$ cat config.mk
export PLATFORM = sky130hd
export DESIGN_NAME = stable_priority_task_queue
export DESIGN_NICKNAME = d
export VERILOG_FILES = /design/src/rtl/core/spq_pkg.sv /design/src/rtl/core/spq_cell.sv /design/src/rtl/core/spq_row.sv /design/src/rtl/core/stable_priority_task_queue.sv
export SDC_FILE = /design/constraint.sdc
export NUM_CORES = 2
export LEC_CHECK = 0
export ABC_AREA = 1
export BUFFER_PORTS_ARGS = -buffer_cell sky130_fd_sc_hd__clkbuf_2
export CAP_MARGIN = 30
export CORE_UTILIZATION = 30
export DETAILED_ROUTE_END_ITERATION = 8
export PLACE_DENSITY = 0.52
export SLEW_MARGIN = 15
export SYNTH_ARGS = -nofsm -noshare
export SYNTH_HDL_FRONTEND = slang
export SYNTH_SLANG_ARGS = --single-unit
$ cat constraint.sdc
create_clock -name clk -period 13.4 [get_ports clk]
set_input_delay 1.34 -clock clk [delete_from_list [all_inputs] [get_ports clk]]
set_output_delay 1.34 -clock clk [all_outputs]
set_load 0.01 [all_outputs]
$ cat src/rtl/core/spq_pkg.sv
`default_nettype none
// ----------------------------------------------------------------------------
// spq_pkg: shared definitions of the stable priority task queue
// Sizes, operation and status codes, and the types that travel between the
// queue cells, the cell row and the top level.
// ----------------------------------------------------------------------------
package spq_pkg;

    localparam int QUEUE_DEPTH    = 16;
    localparam int PRIORITY_WIDTH = 8;
    localparam int ID_W           = 64;
    localparam int ACTION_W       = 2;
    localparam int STATUS_W       = 2;
    localparam int PRIO_PORT_W    = 8;
    localparam int COUNT_PORT_W   = 5;
    localparam int COUNT_W        = $clog2(QUEUE_DEPTH + 1);

    localparam logic [ACTION_W-1:0] ACT_INSERT = 2'd0;
    localparam logic [ACTION_W-1:0] ACT_REMOVE = 2'd1;
    localparam logic [ACTION_W-1:0] ACT_SERVE  = 2'd2;

    localparam logic [STATUS_W-1:0] ST_DONE      = 2'd0;
    localparam logic [STATUS_W-1:0] ST_NOT_FOUND = 2'd1;
    localparam logic [STATUS_W-1:0] ST_FULL      = 2'd2;
    localparam logic [STATUS_W-1:0] ST_EMPTY     = 2'd3;

    typedef struct packed {
        logic                      valid;
        logic [PRIORITY_WIDTH-1:0] pri;
        logic [ID_W-1:0]           id;
    } entry_t;

    // Operation broadcast to every cell in the cycle an item is accepted.
    typedef struct packed {
        logic                      ins_en;
        logic                      rem_en;
        logic                      srv_en;
        logic [PRIORITY_WIDTH-1:0] new_pri;
        logic [ID_W-1:0]           new_id;
    } cell_ctrl_t;

    // Summary of the row seen by the top level.
    typedef struct packed {
        logic   full;
        logic   empty;
        logic   found;
        entry_t head_next;
    } row_status_t;

endpackage
`default_nettype wire

$ cat src/rtl/core/spq_cell.sv
`default_nettype none
// ----------------------------------------------------------------------------
// spq_cell: one slot of the sorted task row
// Holds one entry and picks its next value from itself, its upper neighbor,
// its lower neighbor or the new task, using local compares only.
// ----------------------------------------------------------------------------
module spq_cell import spq_pkg::*; (
    input  wire logic       clk,
    input  wire logic       rst_n,
    input  wire cell_ctrl_t ctrl,
    input  wire entry_t     prev_entry,
    input  wire entry_t     next_entry,
    input  wire logic       ins_prev,
    input  wire logic       match_prev,
    output logic            ins_here,
    output logic            match_upto,
    output entry_t          cur_entry,
    output entry_t          nxt_entry
);

    logic                      valid_reg;
    logic                      valid_next;
    logic [PRIORITY_WIDTH-1:0] pri_reg;
    logic [PRIORITY_WIDTH-1:0] pri_next;
    logic [ID_W-1:0]           id_reg;
    logic [ID_W-1:0]           id_next;

    // The row is sorted and packed, so this flag rises once along the row.
    assign ins_here   = !valid_reg || (pri_reg < ctrl.new_pri);
    assign match_upto = match_prev || (valid_reg && (id_reg == ctrl.new_id));

    always_comb
    begin
        valid_next = valid_reg;
        pri_next   = pri_reg;
        id_next    = id_reg;
        if (ctrl.ins_en)
        begin
            if (ins_prev)
            begin
                valid_next = prev_entry.valid;
                pri_next   = prev_entry.pri;
                id_next    = prev_entry.id;
            end
            else if (ins_here)
            begin
                valid_next = 1'b1;
                pri_next   = ctrl.new_pri;
                id_next    = ctrl.new_id;
            end
        end
        else if (ctrl.srv_en || (ctrl.rem_en && match_upto))
        begin
            valid_next = next_entry.valid;
            pri_next   = next_entry.pri;
            id_next    = next_entry.id;
        end
    end

    always_ff @(posedge clk or negedge rst_n)
    begin
        if (!rst_n)
        begin
            valid_reg <= 1'b0;
        end
        else
        begin
            valid_reg <= valid_next;
        end
    end

    always_ff @(posedge clk)
    begin
        pri_reg <= pri_next;
        id_reg  <= id_next;
    end

    assign cur_entry = '{valid: valid_reg, pri: pri_reg, id: id_reg};
    assign nxt_entry = '{valid: valid_next, pri: pri_next, id: id_next};

endmodule
`default_nettype wire

$ cat src/rtl/core/spq_row.sv
`default_nettype none
// ----------------------------------------------------------------------------
// spq_row: the row of queue cells
// Links each cell to its neighbors and reports fullness, emptiness, the
// remove match and the head after the current operation.
// ----------------------------------------------------------------------------
module spq_row import spq_pkg::*; (
    input  wire logic       clk,
    input  wire logic       rst_n,
    input  wire cell_ctrl_t ctrl,
    output row_status_t     row_status
);

    entry_t            cur   [QUEUE_DEPTH];
    entry_t            nxt   [QUEUE_DEPTH];
    logic [QUEUE_DEPTH-1:0] ins_flag;
    logic [QUEUE_DEPTH-1:0] match_flag;

    localparam entry_t EMPTY_ENTRY = '{valid: 1'b0, pri: '0, id: '0};

    for (genvar i = 0; i < QUEUE_DEPTH; i++)
    begin : g_cell
        entry_t prev_e;
        entry_t next_e;
        logic   ins_p;
        logic   match_p;

        if (i == 0)
        begin : g_first
            assign prev_e  = EMPTY_ENTRY;
            assign ins_p   = 1'b0;
            assign match_p = 1'b0;
        end
        else
        begin : g_inner
            assign prev_e  = cur[i-1];
            assign ins_p   = ins_flag[i-1];
            assign match_p = match_flag[i-1];
        end

        if (i == QUEUE_DEPTH - 1)
        begin : g_last
            assign next_e = EMPTY_ENTRY;
        end
        else
        begin : g_body
            assign next_e = cur[i+1];
        end

        spq_cell u_cell (
            .clk        (clk),
            .rst_n      (rst_n),
            .ctrl       (ctrl),
            .prev_entry (prev_e),
            .next_entry (next_e),
            .ins_prev   (ins_p),
            .match_prev (match_p),
            .ins_here   (ins_flag[i]),
            .match_upto (match_flag[i]),
            .cur_entry  (cur[i]),
            .nxt_entry  (nxt[i])
        );
    end

    assign row_status.full      = cur[QUEUE_DEPTH-1].valid;
    assign row_status.empty     = !cur[0].valid;
    assign row_status.found     = match_flag[QUEUE_DEPTH-1];
    assign row_status.head_next = nxt[0];

endmodule
`default_nettype wire

$ cat src/rtl/core/stable_priority_task_queue.sv
`default_nettype none
// ----------------------------------------------------------------------------
// stable_priority_task_queue: sorted task queue with stable ordering
// Row of cells holding tasks in descending priority, first in first out
// among equal priorities, with insert, remove by id and serve.
// ----------------------------------------------------------------------------
// The queue takes one item per clock cycle and shows its result in the
// output register in the cycle after the item is accepted; the input
// stalls only while a finished result waits on a stalled output. Each
// operation is applied to every cell of the row in the same cycle; the
// remove search passes its match flag from cell to cell along the row,
// which sets the longest path.
module stable_priority_task_queue import spq_pkg::*; (
    input  wire logic                     clk,
    input  wire logic                     rst_n,
    input  wire logic                     in_valid,
    output logic                          in_stall,
    input  wire logic [ACTION_W-1:0]      action,
    input  wire logic [PRIO_PORT_W-1:0]   priority_req,
    input  wire logic [ID_W-1:0]          task_id,
    output logic                          out_valid,
    input  wire logic                     out_stall,
    output logic [STATUS_W-1:0]           status,
    output logic                          head_valid,
    output logic [PRIO_PORT_W-1:0]        head_priority,
    output logic [ID_W-1:0]               head_id,
    output logic [COUNT_PORT_W-1:0]       task_count
);

    logic                 accept;
    cell_ctrl_t           ctrl;
    row_status_t          row_status;
    logic [COUNT_W-1:0]   count_reg;
    logic [COUNT_W-1:0]   count_next;
    logic                 out_valid_reg;
    logic                 out_valid_next;
    logic [STATUS_W-1:0]  status_reg;
    logic [STATUS_W-1:0]  status_next;
    entry_t               head_reg;
    logic [COUNT_W-1:0]   count_out_reg;

    assign in_stall = out_valid_reg && out_stall;
    assign accept   = in_valid && !in_stall;

    always_comb
    begin
        ctrl.new_pri = PRIORITY_WIDTH'(priority_req);
        ctrl.new_id  = task_id;
        ctrl.ins_en  = accept && (action == ACT_INSERT) && !row_status.full;
        ctrl.rem_en  = accept && (action == ACT_REMOVE);
        ctrl.srv_en  = accept && (action == ACT_SERVE) && !row_status.empty;
    end

    spq_row u_row (
        .clk        (clk),
        .rst_n      (rst_n),
        .ctrl       (ctrl),
        .row_status (row_status)
    );

    always_comb
    begin
        status_next = ST_DONE;
        count_next  = count_reg;
        case (action)
            ACT_INSERT:
            begin
                if (row_status.full)
                    status_next = ST_FULL;
                else
                    count_next = count_reg + COUNT_W'(1);
            end
            ACT_REMOVE:
            begin
                if (row_status.found)
                    count_next = count_reg - COUNT_W'(1);
                else
                    status_next = ST_NOT_FOUND;
            end
            ACT_SERVE:
            begin
                if (row_status.empty)
                    status_next = ST_EMPTY;
                else
                    count_next = count_reg - COUNT_W'(1);
            end
            default:
            begin
                status_next = ST_DONE;
            end
        endcase
    end

    always_comb
    begin
        out_valid_next = out_valid_reg;
        if (accept)
            out_valid_next = 1'b1;
        else if (!out_stall)
            out_valid_next = 1'b0;
    end

    always_ff @(posedge clk or negedge rst_n)
    begin
        if (!rst_n)
        begin
            count_reg     <= '0;
            out_valid_reg <= 1'b0;
        end
        else
        begin
            out_valid_reg <= out_valid_next;
            if (accept)
                count_reg <= count_next;
        end
    end

    always_ff @(posedge clk)
    begin
        if (accept)
        begin
            status_reg    <= status_next;
            head_reg      <= row_status.head_next;
            count_out_reg <= count_next;
        end
    end

    assign out_valid     = out_valid_reg;
    assign status        = status_reg;
    assign head_valid    = head_reg.valid;
    // An empty queue shows zero in the head fields.
    assign head_priority = head_reg.valid ? PRIO_PORT_W'(head_reg.pri) : '0;
    assign head_id       = head_reg.valid ? head_reg.id : '0;
    assign task_count    = COUNT_PORT_W'(count_out_reg);

endmodule
`default_nettype wire

==> summary.md <==
| Metric | Value |
|---|---|
| Status | finished clean |
| Post-Syn Instances | 9572 |
| Syn nets | 9757 |
| Sequential share of the synthesized area | between 40% and 50% |
| Minimum clock period | 7.208 ns |
| Pre-CTS setup slack | 5.707 ns |
| Post-Syn Area per Cell | between 8 and 9 um2 |
| Worst Hold Class | reg -> reg |
| EDFF count, synth | 1160 |
| CTS tree | yes |
| Warnings, synthesis | 0 |
| Routed wire per std cell | slightly above 40 um |
| Count of final hold-check violations | 0 |
| Distinct cells, synth | 53 |
| Post-cts gate resize count | 0 |
| Final WS setup | 6.192 ns |
| Clock sinks | about 1300 |
| Global-route wire length before repair | 695400 um |
| Filler cell count | between 20000 and 30000 |
| Max reg flops | around 1000 |
| Post-Syn Area | 77300 um2 |
| H-tree depth | 4 |
| Total Wirelength | 532300 um |
| Setup_tns | 0 ns |
| Largest net degree at the start of global routing | 156 |
| IO Pins | 160 |
| Maximum vdd drop | 0.0001473 V |
| Slowest CP cell | buf_4 |
| R2R setup slack | 6.74 ns |
| Cell family with most CP delay | simple AND/OR/NAND/NOR gates |
| Slew Limit Fails | 0 |
| CORE AREA | 255100 um2 |
| Final ANT Viol Nets | 0 |
| Worst path bufs/invs | 6 |
| Root Driver | clkbuf_16 |
| Tcrit/Tclk final | 53.79% |
| RSZ-0062 raised after global routing | false |
| CP peak stage delay | 0.54 ns |
| Share of layout cells above drive strength 1 | 7.645% |
| CTS Buf Count | ~170 |
| Fmax | roughly 140 MHz |
| Most frequent cells in the layout | 2337 x o21ai_0, 1248 x inv_1, 1160 x edfxtp_1, 1093 x a21oi_1, 944 x nand2_1 |
| Total track usage | roughly two fifths |
| Antenna violations before repair | 43 |
| Synth top area cells | edfxtp_1 45%, o21ai_0 15%, a21oi_1 7.1% |
| P&R area growth vs syn | 12.37% |
| Drt drc | 0 |
| Synth Register Bits | 1254 |
| Commonest non-fill, non-tap cell in the layout | o21ai_0 |
| Final Setup Violations | 0 |
| Pwr per Cell Area | 160.8 nW/um2 |
| Main flop type after synthesis | edfxtp_1 |
| Critical Path Most Common Cell | nor2_1 |
| Post-synth top area share | about 45% |
| Chip height | around 510 um |
| Die area | 259700 um2 |
| WS Path Type | in -> reg |
| Worst slew pin tran | between 1 and 1.5 ns |
| Clk Latency, worst-skew pair | 0.90 ns |
| Number of port buffers | 159 |
| Worst setup EP type | register |
| Nets@finish | 9572 |
| Clk_skew | around 0.046 ns |
| Vias per inst | 6.159 |
| Number of global-route vias before repair | 74130 |
| Critical Path RT | between 10 and 15 ns |
| Pleak | about 0.034 uW |
| Overflow left after global routing | 0 |
| DRT Pass-1 Iters | 6 |
| Critical-path cell list | clkbuf_2 -> clkinv_1 -> buf_4 -> nand2_1 -> nand2_1 -> nor2_1 -> nand2_1 -> nor2_1 -> nand2_1 -> nor2_1 -> nand3_1 -> nand2_1 -> nor2_1 -> nand4_1 -> nor2_1 -> nand4_1 -> nor2_1 -> nand4_1 -> nor2_2 -> o21ai_0 -> clkbuf_4 -> o21ai_1 -> clkinv_2 -> buf_4 |
| Vias | 79520 |
| CTS clk-pin slew, worst paths | 0.06 ns |
| Gpl congestion | approximately 1.0 |
| Synth area leader | edfxtp_1 |
| Cell Rows | approximately 190 |
| Hold-fix buffers, CTS | 0 |
| Critical path peak fanout | 54 |
| Die W | 509.6 um |
| Rel. slew slack | 21.41% |
| Async S/R FF share, synth | around 1.8% |
| CP startpoint kind | primary input |
| Max cap viols | 0 |
| HPWL after DPL | about 400000 um |
| Setup Fix Bufs, Post-CTS | 0 |
| First DRT Iteration DRCs | 13130 |
| Clock Path Buffers | 3 |
| Crit path arrival time | 7.70 ns |
| Initial core utilization | 30.31% |
-- worst register-to-register path: cells and delay by family (launching register included) --
family	cells	cell delay (ns)
AO/OA/AOI/OAI	2	1.30
flip-flops	1	0.56
AND/OR/NAND/NOR	7	2.18
buffers and inverters	6	2.19
-- layout make-up --
cell class	count	area, um2	area share (%)
Antenna cell	22	55.05	0.06338
Inverter	1289	4855	5.589
Multi-Input combinational cell	6237	32610	37.54
Timing Repair Buffer	440	3042	3.502
Sequential cell	1254	36830	42.40
Clock buffer	223	4408	5.075
Tap cell	3366	4212	4.849
Clock inverter	80	859.6	0.9896
-- stage by stage --
| stage | instances | hold WS [ns] | area, um2 | util, % | power, uW |
|---|---|---|---|---|---|
| 2_1_floorplan | 9572 | 0.4948 | 77300 | - | 7216 |
| 5_1_grt | 12890 | 0.5418 | 86810 | 34.03 | 14250 |
| 4_1_cts | 12880 | 0.5095 | 86710 | 33.99 | 13820 |
| 3_3_place_gp | 12570 | 0.4678 | 81290 | 31.87 | 9272 |
| 3_5_place_dp | 12580 | 0.4964 | 81440 | 31.93 | 9277 |
| 6_report | 12910 | 0.4941 | 86860 | 34.05 | 13960 |
-- synth_stat cells, types with 72 or more instances --
cell	instances
o21ai_0	2338
inv_1	1269
edfxtp_1	1160
a21oi_1	1094
nand2_1	959
clkbuf_1	613
nor2_1	496
o22ai_1	493
buf_2	125
xnor2_1	111
ha_1	107
xor2_1	107
nand4_1	90
o21ai_1	89
nor4_1	86
nand3_1	83
dfxtp_1	72
-- kinds of logic (layout without fill, tap and decap cells) --
group                      Yosys count  after routing  synth area share (%)
and+or+nand+nor                   1756           1756                 9.373
AOI/OAI and AO/OA                 4156           4156                 28.31
DFF                               1254           1254                 47.64
other                                0             22                     0
buffers and inverters             2081           2032                 10.48
xor gates and xnor gates           218            218                 2.470
adders and majority gates          107            107                 1.732
-- report_power, final --
part	internal (uW)	total, uW	switching [uW]	leakage [uW]
clock network	2570	4580	2020	0.00255
logic	767	3920	3150	0.0195
registers	4940	5470	520	0.0115
-- metal layers --
| layer | up-vias | share of wire, % | global-route usage (%) |
|---|---|---|---|
| met5 | - | 0.020 | 0 |
| met4 | 8 | 12 | 40.61 |
| met3 | 1446 | 8.1 | 6.669 |
| met2 | 5658 | 43 | 59.09 |
| met1 | 39120 | 37 | 48.13 |
| li1 | 33290 | - | - |
-- worst paths after layout --
check	cells past startpoint	to	from
max in group asynchronous	2	u_row.g_cell[0].u_cell.valid_reg	rst_n
max	24	u_row.g_cell[14].u_cell.id_reg[51]	task_id[36]
max reg2reg	15	head_reg[61]	u_row.g_cell[0].u_cell.valid_reg
min	2	out_valid	out_valid
min reg2reg	2	out_valid	out_valid
min in group asynchronous	2	count_reg[3]	rst_n
(Power assumes the default switching activity.)
